===== src/design/mpt_pkg.sv =====
`timescale 1ns / 1ps

package mpt_pkg;

  localparam int AXIS_W     = 16;
  localparam int AXIS_BITS  = 16;
  localparam int NUM_AXES   = 3;
  localparam int TIME_W     = 32;
  localparam int IVL_W      = 16;
  localparam int SUM_W      = 32;
  localparam int MAG_W      = SUM_W / 2;
  localparam int REM_W      = MAG_W + 2;
  localparam int ROOT_STEPS = SUM_W / 2;
  localparam int CNT_W      = $clog2(ROOT_STEPS);
  localparam int CFG_ADDR_W = 3;
  localparam int CFG_DATA_W = 32;

  localparam logic [IVL_W-1:0]  POLL_INTERVAL_RST = IVL_W'(20);
  localparam logic [TIME_W-1:0] DEAD_AFTER_RST    = TIME_W'(3000);

  typedef enum logic [1:0] {
    ACT_POLL  = 2'd0,
    ACT_SNAP  = 2'd1,
    ACT_RAW   = 2'd2,
    ACT_START = 2'd3
  } action_t;

  typedef enum logic [3:0] {
    ST_SKIPPED = 4'd0,
    ST_SILENT  = 4'd1,
    ST_DEAD    = 4'd2,
    ST_SAMPLE  = 4'd3,
    ST_SNAP    = 4'd4,
    ST_SNAP_NR = 4'd5,
    ST_RAW     = 4'd6,
    ST_NO_RAW  = 4'd7,
    ST_STARTED = 4'd8
  } status_t;

  typedef enum logic {
    REG_POLL_INTERVAL = 1'b0,
    REG_DEAD_AFTER    = 1'b1
  } reg_idx_t;

  typedef struct packed {
    logic [1:0]              action;
    logic [TIME_W-1:0]       now_ms;
    logic                    bus_free;
    logic                    got_accel;
    logic                    got_gyro;
    logic signed [AXIS_W-1:0] accel_x;
    logic signed [AXIS_W-1:0] accel_y;
    logic signed [AXIS_W-1:0] accel_z;
    logic signed [AXIS_W-1:0] gyro_x;
    logic signed [AXIS_W-1:0] gyro_y;
    logic signed [AXIS_W-1:0] gyro_z;
  } item_t;

  typedef struct packed {
    logic [3:0]               status;
    logic                     is_ready;
    logic [TIME_W-1:0]        stamp_ms;
    logic signed [AXIS_W-1:0] out_ax;
    logic signed [AXIS_W-1:0] out_ay;
    logic signed [AXIS_W-1:0] out_az;
    logic signed [AXIS_W-1:0] out_gx;
    logic signed [AXIS_W-1:0] out_gy;
    logic signed [AXIS_W-1:0] out_gz;
    logic [MAG_W-1:0]         accel_peak;
    logic [MAG_W-1:0]         gyro_peak;
    logic [TIME_W-1:0]        window_count;
  } result_t;

  typedef logic signed [AXIS_W-1:0] axis_t;

  function automatic axis_t sext_axis(input logic [AXIS_W-1:0] v);
    logic signed [AXIS_BITS-1:0] low;
    low = signed'(v[AXIS_BITS-1:0]);
    return AXIS_W'(low);
  endfunction

endpackage


===== src/design/mpt_item_if.sv =====
`timescale 1ns / 1ps

interface mpt_item_if;
  import mpt_pkg::*;

  logic  valid;
  logic  ready;
  item_t data;

  modport source (output valid, output data, input ready);
  modport sink (input valid, input data, output ready);
endinterface


===== src/design/mpt_result_if.sv =====
`timescale 1ns / 1ps

interface mpt_result_if;
  import mpt_pkg::*;

  logic    valid;
  logic    ready;
  result_t data;

  modport source (output valid, output data, input ready);
  modport sink (input valid, input data, output ready);
endinterface


===== src/design/mpt_mag.sv =====
`timescale 1ns / 1ps

module mpt_mag (
  input  logic                           clk,
  input  logic                           rst,
  input  logic                           start,
  input  mpt_pkg::axis_t                 x,
  input  mpt_pkg::axis_t                 y,
  input  mpt_pkg::axis_t                 z,
  output logic                           done,
  output logic [mpt_pkg::MAG_W-1:0]      mag
);
  import mpt_pkg::*;

  typedef enum logic [2:0] {
    M_IDLE = 3'b001,
    M_SQ   = 3'b010,
    M_RT   = 3'b100
  } mag_state_t;

  mag_state_t             state;
  logic [CNT_W-1:0]       cnt;
  axis_t                  axes [NUM_AXES];
  logic [SUM_W-1:0]       sum;
  logic [REM_W-1:0]       rem;
  logic [MAG_W-1:0]       root;
  logic signed [2*AXIS_W-1:0] sq;
  logic [REM_W-1:0]       rem_shift;
  logic [REM_W-1:0]       trial;
  logic                   fits;

  assign sq        = axes[0] * axes[0];
  assign rem_shift = {rem[REM_W-3:0], sum[SUM_W-1 -: 2]};
  assign trial     = {root, 2'b01};
  assign fits      = rem_shift >= trial;
  assign mag       = root;

  always_ff @(posedge clk) begin
    if (rst) begin
      done <= 1'b0;
    end else begin
      done <= (state == M_RT) && (cnt == CNT_W'(ROOT_STEPS - 1));
    end
  end

  // squares accumulate one axis a cycle, then one root bit a cycle
  always_ff @(posedge clk) begin
    if (rst) begin
      state <= M_IDLE;
      cnt   <= '0;
    end else begin
      unique case (state)
        M_IDLE: begin
          if (start) begin
            axes[0] <= x;
            axes[1] <= y;
            axes[2] <= z;
            sum     <= '0;
            cnt     <= '0;
            state   <= M_SQ;
          end
        end
        M_SQ: begin
          sum <= sum + SUM_W'(unsigned'(sq));
          for (int i = 0; i < NUM_AXES - 1; i++) begin
            axes[i] <= axes[i+1];
          end
          if (cnt == CNT_W'(NUM_AXES - 1)) begin
            cnt   <= '0;
            rem   <= '0;
            root  <= '0;
            state <= M_RT;
          end else begin
            cnt <= cnt + 1'b1;
          end
        end
        M_RT: begin
          sum <= {sum[SUM_W-3:0], 2'b00};
          if (fits) begin
            rem  <= rem_shift - trial;
            root <= {root[MAG_W-2:0], 1'b1};
          end else begin
            rem  <= rem_shift;
            root <= {root[MAG_W-2:0], 1'b0};
          end
          if (cnt == CNT_W'(ROOT_STEPS - 1)) begin
            state <= M_IDLE;
          end else begin
            cnt <= cnt + 1'b1;
          end
        end
        default: state <= M_IDLE;
      endcase
    end
  end

endmodule


===== src/design/motion_peak_tracker_watchdog_core.sv =====
`timescale 1ns / 1ps

// motion peak tracker with sensor watchdog
// item channel: one request per action (poll, snapshot, raw take, start),
// accepted when valid and ready are both high; one result per request on the
// result channel, held until the receiver takes it
// apb port: poll interval at byte 0, dead-after time at byte 4; pready is
// always high; registers are to be written only while no request is in
// flight, which the user must ensure: the block does not enforce it
// a poll that carries data first passes the magnitude units (the squares of
// the three axes, then one root bit per cycle); accel and gyro run in parallel
// every other request skips them; each result goes from the staging register
// to the result register once the output is free; one request at a time: the
// next is taken only after the last result has reached the result register
// a result waiting in the output register does not block the next request;
// only handing over the following result waits for the receiver
// reset: synchronous, clears all tracker state, output empty, poll interval
// back to 20 ms and dead-after back to 3000 ms; the block is not ready until
// a start request

module motion_peak_tracker_watchdog_core (
  input  logic                                clk,
  input  logic                                rst,
  mpt_item_if.sink                            item,
  mpt_result_if.source                        result,
  input  logic                                psel,
  input  logic                                penable,
  input  logic                                pwrite,
  input  logic [mpt_pkg::CFG_ADDR_W-1:0]      paddr,
  input  logic [mpt_pkg::CFG_DATA_W-1:0]      pwdata,
  output logic [mpt_pkg::CFG_DATA_W-1:0]      prdata,
  output logic                                pready
);
  import mpt_pkg::*;

  typedef enum logic [2:0] {
    S_IDLE = 3'b001,
    S_CALC = 3'b010,
    S_PUSH = 3'b100
  } state_t;

  state_t            state;
  logic [IVL_W-1:0]  poll_ivl;
  logic [TIME_W-1:0] dead_limit;

  logic              ready_flag;
  logic [TIME_W-1:0] last_poll_time;
  logic [TIME_W-1:0] last_good_time;
  axis_t             latest_accel [NUM_AXES];
  axis_t             latest_gyro [NUM_AXES];
  logic [MAG_W-1:0]  accel_peak_store;
  logic [MAG_W-1:0]  gyro_peak_store;
  logic [TIME_W-1:0] sample_counter;
  logic [TIME_W-1:0] raw_time;
  logic              raw_pending;

  result_t           res;
  result_t           res_next;
  logic              accept;
  logic              out_free;
  logic              cfg_write;
  reg_idx_t          cfg_idx;

  logic [TIME_W-1:0] poll_gap;
  logic [TIME_W-1:0] silence;
  logic              poll_ok;
  logic              is_dead;
  logic              has_data;
  logic              take_sample;
  logic              ready_next;

  axis_t             ax, ay, az, gx, gy, gz;
  logic              accel_start, gyro_start;
  logic              accel_done, gyro_done;
  logic [MAG_W-1:0]  accel_mag, gyro_mag;
  logic              accel_wait, gyro_wait;
  logic              use_accel, use_gyro;

  assign accept   = item.valid && item.ready;
  assign item.ready = (state == S_IDLE);
  assign out_free = !result.valid || result.ready;
  assign pready   = 1'b1;
  assign cfg_idx  = reg_idx_t'(paddr[2]);
  assign cfg_write = psel && penable && pwrite && pready;

  always_comb begin
    unique case (cfg_idx)
      REG_POLL_INTERVAL: prdata = CFG_DATA_W'(poll_ivl);
      REG_DEAD_AFTER:    prdata = CFG_DATA_W'(dead_limit);
      default:           prdata = '0;
    endcase
  end

  assign ax = sext_axis(item.data.accel_x);
  assign ay = sext_axis(item.data.accel_y);
  assign az = sext_axis(item.data.accel_z);
  assign gx = sext_axis(item.data.gyro_x);
  assign gy = sext_axis(item.data.gyro_y);
  assign gz = sext_axis(item.data.gyro_z);

  assign poll_gap = item.data.now_ms - last_poll_time;
  assign silence  = item.data.now_ms - last_good_time;
  assign poll_ok  = ready_flag && (poll_gap >= TIME_W'(poll_ivl))
                    && item.data.bus_free;
  assign is_dead  = (last_good_time != '0) && (silence > dead_limit);
  assign has_data = item.data.got_accel || item.data.got_gyro;
  assign take_sample = (action_t'(item.data.action) == ACT_POLL) && poll_ok && has_data;

  assign accel_start = accept && take_sample && item.data.got_accel;
  assign gyro_start  = accept && take_sample && item.data.got_gyro;

  always_comb begin
    res_next   = '0;
    ready_next = ready_flag;
    unique case (action_t'(item.data.action))
      ACT_POLL: begin
        if (!poll_ok) begin
          res_next.status = ST_SKIPPED;
        end else if (!has_data) begin
          if (is_dead) begin
            res_next.status = ST_DEAD;
            ready_next      = 1'b0;
          end else begin
            res_next.status = ST_SILENT;
          end
        end else begin
          res_next.status = ST_SAMPLE;
        end
      end
      ACT_SNAP: begin
        if (!ready_flag) begin
          res_next.status = ST_SNAP_NR;
        end else begin
          res_next.status       = ST_SNAP;
          res_next.out_ax       = latest_accel[0];
          res_next.out_ay       = latest_accel[1];
          res_next.out_az       = latest_accel[2];
          res_next.out_gx       = latest_gyro[0];
          res_next.out_gy       = latest_gyro[1];
          res_next.out_gz       = latest_gyro[2];
          res_next.accel_peak   = accel_peak_store;
          res_next.gyro_peak    = gyro_peak_store;
          res_next.window_count = sample_counter;
        end
      end
      ACT_RAW: begin
        if (!raw_pending) begin
          res_next.status = ST_NO_RAW;
        end else begin
          res_next.status   = ST_RAW;
          res_next.stamp_ms = raw_time;
          res_next.out_ax   = latest_accel[0];
          res_next.out_ay   = latest_accel[1];
          res_next.out_az   = latest_accel[2];
          res_next.out_gx   = latest_gyro[0];
          res_next.out_gy   = latest_gyro[1];
          res_next.out_gz   = latest_gyro[2];
        end
      end
      ACT_START: begin
        res_next.status = ST_STARTED;
        ready_next      = 1'b1;
      end
      default: res_next.status = ST_SKIPPED;
    endcase
    res_next.is_ready = ready_next;
  end

  mpt_mag u_accel_mag (
    .clk   (clk),
    .rst   (rst),
    .start (accel_start),
    .x     (ax),
    .y     (ay),
    .z     (az),
    .done  (accel_done),
    .mag   (accel_mag)
  );

  mpt_mag u_gyro_mag (
    .clk   (clk),
    .rst   (rst),
    .start (gyro_start),
    .x     (gx),
    .y     (gy),
    .z     (gz),
    .done  (gyro_done),
    .mag   (gyro_mag)
  );

  always_ff @(posedge clk) begin
    if (rst) begin
      poll_ivl   <= POLL_INTERVAL_RST;
      dead_limit <= DEAD_AFTER_RST;
    end else if (cfg_write) begin
      unique case (cfg_idx)
        REG_POLL_INTERVAL: poll_ivl   <= pwdata[IVL_W-1:0];
        REG_DEAD_AFTER:    dead_limit <= pwdata[TIME_W-1:0];
        default:           ;
      endcase
    end
  end

  always_ff @(posedge clk) begin
    if (rst) begin
      result.valid <= 1'b0;
    end else if ((state == S_PUSH) && out_free) begin
      result.valid <= 1'b1;
    end else if (result.ready) begin
      result.valid <= 1'b0;
    end
  end

  always_ff @(posedge clk) begin
    if (rst) begin
      state            <= S_IDLE;
      ready_flag       <= 1'b0;
      last_poll_time   <= '0;
      last_good_time   <= '0;
      accel_peak_store <= '0;
      gyro_peak_store  <= '0;
      sample_counter   <= '0;
      raw_time         <= '0;
      raw_pending      <= 1'b0;
      accel_wait       <= 1'b0;
      gyro_wait        <= 1'b0;
      use_accel        <= 1'b0;
      use_gyro         <= 1'b0;
      for (int i = 0; i < NUM_AXES; i++) begin
        latest_accel[i] <= '0;
        latest_gyro[i]  <= '0;
      end
    end else begin
      unique case (state)
        S_IDLE: begin
          if (accept) begin
            res        <= res_next;
            ready_flag <= ready_next;
            unique case (action_t'(item.data.action))
              ACT_POLL: begin
                if (poll_ok) begin
                  last_poll_time <= item.data.now_ms;
                end
                if (take_sample) begin
                  last_good_time <= item.data.now_ms;
                  sample_counter <= sample_counter + 1'b1;
                  raw_time       <= item.data.now_ms;
                  raw_pending    <= 1'b1;
                  if (item.data.got_accel) begin
                    latest_accel[0] <= ax;
                    latest_accel[1] <= ay;
                    latest_accel[2] <= az;
                  end
                  if (item.data.got_gyro) begin
                    latest_gyro[0] <= gx;
                    latest_gyro[1] <= gy;
                    latest_gyro[2] <= gz;
                  end
                end
              end
              ACT_SNAP: begin
                if (ready_flag) begin
                  accel_peak_store <= '0;
                  gyro_peak_store  <= '0;
                  sample_counter   <= '0;
                end
              end
              ACT_RAW: begin
                raw_pending <= 1'b0;
              end
              ACT_START: begin
                last_good_time <= item.data.now_ms;
              end
              default: ;
            endcase
            if (take_sample) begin
              accel_wait <= item.data.got_accel;
              gyro_wait  <= item.data.got_gyro;
              use_accel  <= item.data.got_accel;
              use_gyro   <= item.data.got_gyro;
              state      <= S_CALC;
            end else begin
              state <= S_PUSH;
            end
          end
        end
        S_CALC: begin
          if (accel_done) begin
            accel_wait <= 1'b0;
          end
          if (gyro_done) begin
            gyro_wait <= 1'b0;
          end
          if (!accel_wait && !gyro_wait) begin
            if (use_accel && (accel_mag > accel_peak_store)) begin
              accel_peak_store <= accel_mag;
            end
            if (use_gyro && (gyro_mag > gyro_peak_store)) begin
              gyro_peak_store <= gyro_mag;
            end
            state <= S_PUSH;
          end
        end
        S_PUSH: begin
          if (out_free) begin
            result.data <= res;
            state       <= S_IDLE;
          end
        end
        default: state <= S_IDLE;
      endcase
    end
  end

endmodule


===== src/flat_wrapper.sv =====
// flat-port wrapper written by rule: the top's interface ports become plain ports
module motion_peak_tracker_watchdog_core_flat import mpt_pkg::*;
  (clk, rst, psel, penable, pwrite, paddr, pwdata, prdata, pready, item_valid, item_data, item_ready, result_valid, result_data, result_ready);
  mpt_item_if item_i ();
  mpt_result_if result_i ();
  input  logic clk;
  input  logic rst;
  input  logic psel;
  input  logic penable;
  input  logic pwrite;
  input  logic [mpt_pkg::CFG_ADDR_W-1:0] paddr;
  input  logic [mpt_pkg::CFG_DATA_W-1:0] pwdata;
  output logic [mpt_pkg::CFG_DATA_W-1:0] prdata;
  output logic pready;
  input wire logic [$bits(item_i.valid)-1:0] item_valid;
  input wire logic [$bits(item_i.data)-1:0] item_data;
  output wire logic [$bits(item_i.ready)-1:0] item_ready;
  output wire logic [$bits(result_i.valid)-1:0] result_valid;
  output wire logic [$bits(result_i.data)-1:0] result_data;
  input wire logic [$bits(result_i.ready)-1:0] result_ready;
  assign item_i.valid = item_valid;
  assign item_i.data = item_data;
  assign item_ready = item_i.ready;
  assign result_valid = result_i.valid;
  assign result_data = result_i.data;
  assign result_i.ready = result_ready;
  motion_peak_tracker_watchdog_core u_core (.clk(clk), .rst(rst), .item(item_i), .result(result_i), .psel(psel), .penable(penable), .pwrite(pwrite), .paddr(paddr), .pwdata(pwdata), .prdata(prdata), .pready(pready));
endmodule

===== config.mk =====
export PLATFORM = sky130hd
export DESIGN_NAME = motion_peak_tracker_watchdog_core_flat
export DESIGN_NICKNAME = d
export VERILOG_FILES = /design/src/design/mpt_pkg.sv /design/src/design/mpt_item_if.sv /design/src/design/mpt_result_if.sv /design/src/design/mpt_mag.sv /design/src/design/motion_peak_tracker_watchdog_core.sv /design/src/flat_wrapper.sv
export SDC_FILE = /design/constraint.sdc
export NUM_CORES = 2
export LEC_CHECK = 0
export BUFFER_PORTS_ARGS = -buffer_cell sky130_fd_sc_hd__buf_2
export CORE_MARGIN = 2
export CORE_UTILIZATION = 45
export CTS_CLUSTER_DIAMETER = 80
export CTS_CLUSTER_SIZE = 40
export DETAILED_ROUTE_END_ITERATION = 8
export RECOVER_POWER = 50
export SETUP_SLACK_MARGIN = 0.02
export SYNTH_ARGS = -nofsm -noshare
export SYNTH_HDL_FRONTEND = slang
export SYNTH_SLANG_ARGS = --single-unit

===== constraint.sdc =====
create_clock -name clk -period 10.36 [get_ports clk]
set_input_delay 1.554 -clock clk [delete_from_list [all_inputs] [get_ports clk]]
set_output_delay 1.554 -clock clk [all_outputs]
set_load 0.01 [all_outputs]

==> run metrics <==
status=complete, but fails checks; violated checks=max-capacitance violations, max-slew violations; Synth area leader=edfxtp_1; Netlist cell types=87; RSZ-0062 raised after global routing=false; fmax=0.123 GHz; Place WS=2.46 ns; vias in the first global route=41100; Layout area overhead=9.89%; I/O pin count=407; worst flop-to-flop path startpoint=u_core.u_gyro_mag.axes[0][1]; Hold Worst Slack=0.379 ns; Layout fillers=12600; Synth Flop Type=edfxtp_1; WHS Path Cells=0; Die Span Y=374 µm; DRC=0; CTS tree=yes; drt wl/cell=19.1 µm; critical path endpoint category=register; setup tns final=0 ns; Root Buffer=clkbuf_16; CP Data Arrival Time=7.93 ns; # resized after CTS=0; top post-synthesis cells by area=edfxtp_1, fa_1, ha_1; max-slew violations=740; reg2reg setup slack=2.46 ns; initial antenna violation count=18; Mapped Cells=5659; P_int=5.57 mW; worst skew pair latency=0.75 ns; Setup Viol. Count Final=0; TritonCTS buffer count=55; Final #Nets=7086; #FFs+latches synth=948; logic gate share of total power=7.7%; Endpoint, Worst Hold=u_core.result.data[111]; Post-synth EDFFs=714; Yosys warnings=0; hpwl dp=114 mm; CP Class=input port to register; All-Layer GR Usage=21.4%; Power Density=112 mW/mm²; first-pass GRT wire length=236 mm; row count=135; hold bufs inserted after CTS=0; Seq pwr share=54.5%; Reg2Reg Depth=24; I/O Buffers=403; max_slew headroom=-167%; total clock sinks=948; clock network power share=37.8%; area of the core=0.136 mm²; post-synthesis async set-or-reset flop share=0%; H-Tree Level Count=2; R2R Path End=u_core.u_gyro_mag.sum[31]; DIE AREA=0.140 mm²; Psw=2.05 mW; vias per std cell=5.17; placer's final routability congestion estimate=0.890; Syn Area/Cell=10.9 µm²; total global routing overflow=0; worst vdd ir=0.000184 V; period utilisation layout=78.7%; min Tclk post-route=8.15 ns; Worst Tran Pin Value=4.00 ns; largest net degree at the start of global routing=131; Net Sw Frac=26.9%; hold_sp=u_core.res[111]; setup ws final=2.21 ns; Seq/Total Area, Yosys=42.3%; DR iter-0 viols=2544; initial core utilization=45.5%; final WL=149 mm; Vias=40300; Critical Path Fanout Max=66; Worst Skew=0.0833 ns; final instance area=0.0678 mm²; Worst Path Required=10.14 ns; maxcap violations=16; Syn Std Cell Area=0.0617 mm²; Initial DRT Pass Iterations=5; Syn Nets=6769; CP Launch Type=input port; post-route antenna net violation count=0; top-area cell type share of the netlist area=34.7%; Hold Crit Class=register to register; Longest Clk Path Bufs=3; fraction of layout cells with a size suffix above 1=7.27%; Post-CTS Repair Setup Buffers=0; placed cell area=0.0658 mm²; Hold Vio Cnt, Final=0; clock-pin slew on the worst setup and hold paths=0.13 ns; leakage=28.4 nW; die width=374 µm
## power by group through the flow
stage,Combinational (mW),Clock (mW),Sequential [mW]
after floorplan,0.374,0,4.24
after global placement,0.580,0,4.24
after detailed placement,0.587,0,4.24
after CTS,0.592,2.96,4.15
after global routing,0.650,3.09,4.16
final,0.586,2.88,4.16
## cells in the final DEF (no fill, tap or decap), types with 178 or more instances in the layout
cell type	n
a21oi_1	246
and2_1	286
buf_2	178
clkbuf_1	238
dfxtp_1	234
edfxtp_1	714
fa_1	531
ha_1	404
inv_1	930
nand2_1	454
nor2_1	424
## metal layers
layer  vias to the layer above  wire, µm  track usage [%]
met4                        28      2290             3.69
met2                       819     69200             34.7
met5                         -       173                0
li1                      19300         -                -
met3                       152      8150             3.84
met1                     20000     69200             30.3
## through the flow
stage	util (%)	total power, mW	cells
floorplan	-	4.62	5659
global placement	48.4	4.82	7700
detailed placement	48.4	4.83	7700
CTS	50.2	7.71	7804
global route	49.9	7.90	7804
finish	49.9	7.62	7808
## cell type report
type | count | area (µm²) | area share [%]
Timing Repair Buffer | 452 | 2060 | 3.03
Inverter | 933 | 3500 | 5.16
Clock buffer | 57 | 1390 | 2.05
Multi-Input combinational cell | 3586 | 31500 | 46.4
Tap cell | 1781 | 2230 | 3.29
Sequential cell | 948 | 26100 | 38.5
Clock inverter | 47 | 1050 | 1.55
Antenna cell | 4 | 10.0 | 0.0148
## kinds of logic (layout without fill, tap and decap cells)
logic type	Yosys count	count (layout)	synth area share, %
AND/OR/NAND/NOR	1557	1557	12.2
buffers and inverters	1125	1489	6.97
flip-flops	948	948	42.3
adder cells (fa/ha/maj)	935	935	25.4
AO/OA/AOI/OAI	737	737	7.57
multiplexers	181	181	3.07
XOR/XNOR	175	175	2.48
other	1	5	0.00608
## how the worst max path moves through the flow
stage	from	endpoint	slack (ns)
finish	rst	u_core.u_gyro_mag.rem[14]	2.21
global route	rst	u_core.u_gyro_mag.rem[14]	1.47
global placement	item_data[100]	u_core.res[193]	2.50
detailed placement	item_data[100]	u_core.res[193]	2.46
CTS	u_core.u_gyro_mag.axes[0][1]	u_core.u_gyro_mag.sum[31]	2.48
floorplan	item_data[100]	u_core.latest_accel[0][0]	1.67
## cells in the mapped netlist, types with 11 or more instances
| cell type | number |
|---|---|
| inv_1 | 930 |
| edfxtp_1 | 714 |
| fa_1 | 531 |
| nand2_1 | 455 |
| nor2_1 | 429 |
| ha_1 | 404 |
| and2_1 | 289 |
| a21oi_1 | 248 |
| dfxtp_1 | 234 |
| o21ai_0 | 159 |
| clkbuf_1 | 154 |
| xnor2_1 | 127 |
| mux2i_1 | 114 |
| and3_1 | 86 |
| a21o_1 | 74 |
| mux2_2 | 66 |
| nand3_1 | 55 |
| xor2_1 | 48 |
| o21a_1 | 43 |
| nor3_1 | 39 |
| o211ai_1 | 39 |
| nand4_1 | 35 |
| nor4_1 | 30 |
| nor2b_1 | 29 |
| nand2b_1 | 27 |
| or3_1 | 26 |
| a211oi_1 | 22 |
| o21bai_1 | 21 |
| a31oi_1 | 16 |
| or2_2 | 16 |
| buf_2 | 14 |
| a31o_2 | 13 |
| o31ai_1 | 11 |
## critical path: stages
cell	delay (ns)
clkbuf_1	1.41
clkbuf_1	2.65
a21oi_1	2.25
## flip-flops by register name, indices dropped and copies added, names as in the netlist, 48 cells and up
| signal | cells |
|---|---|
| u_core.u_gyro_mag.axes | 48 |
| u_core.latest_gyro | 48 |
| u_core.u_accel_mag.axes | 48 |
| u_core.latest_accel | 48 |
| u_core.result.data | 197 |
| u_core.res | 197 |
No activity file was read; power rests on OpenSTA's default activity.
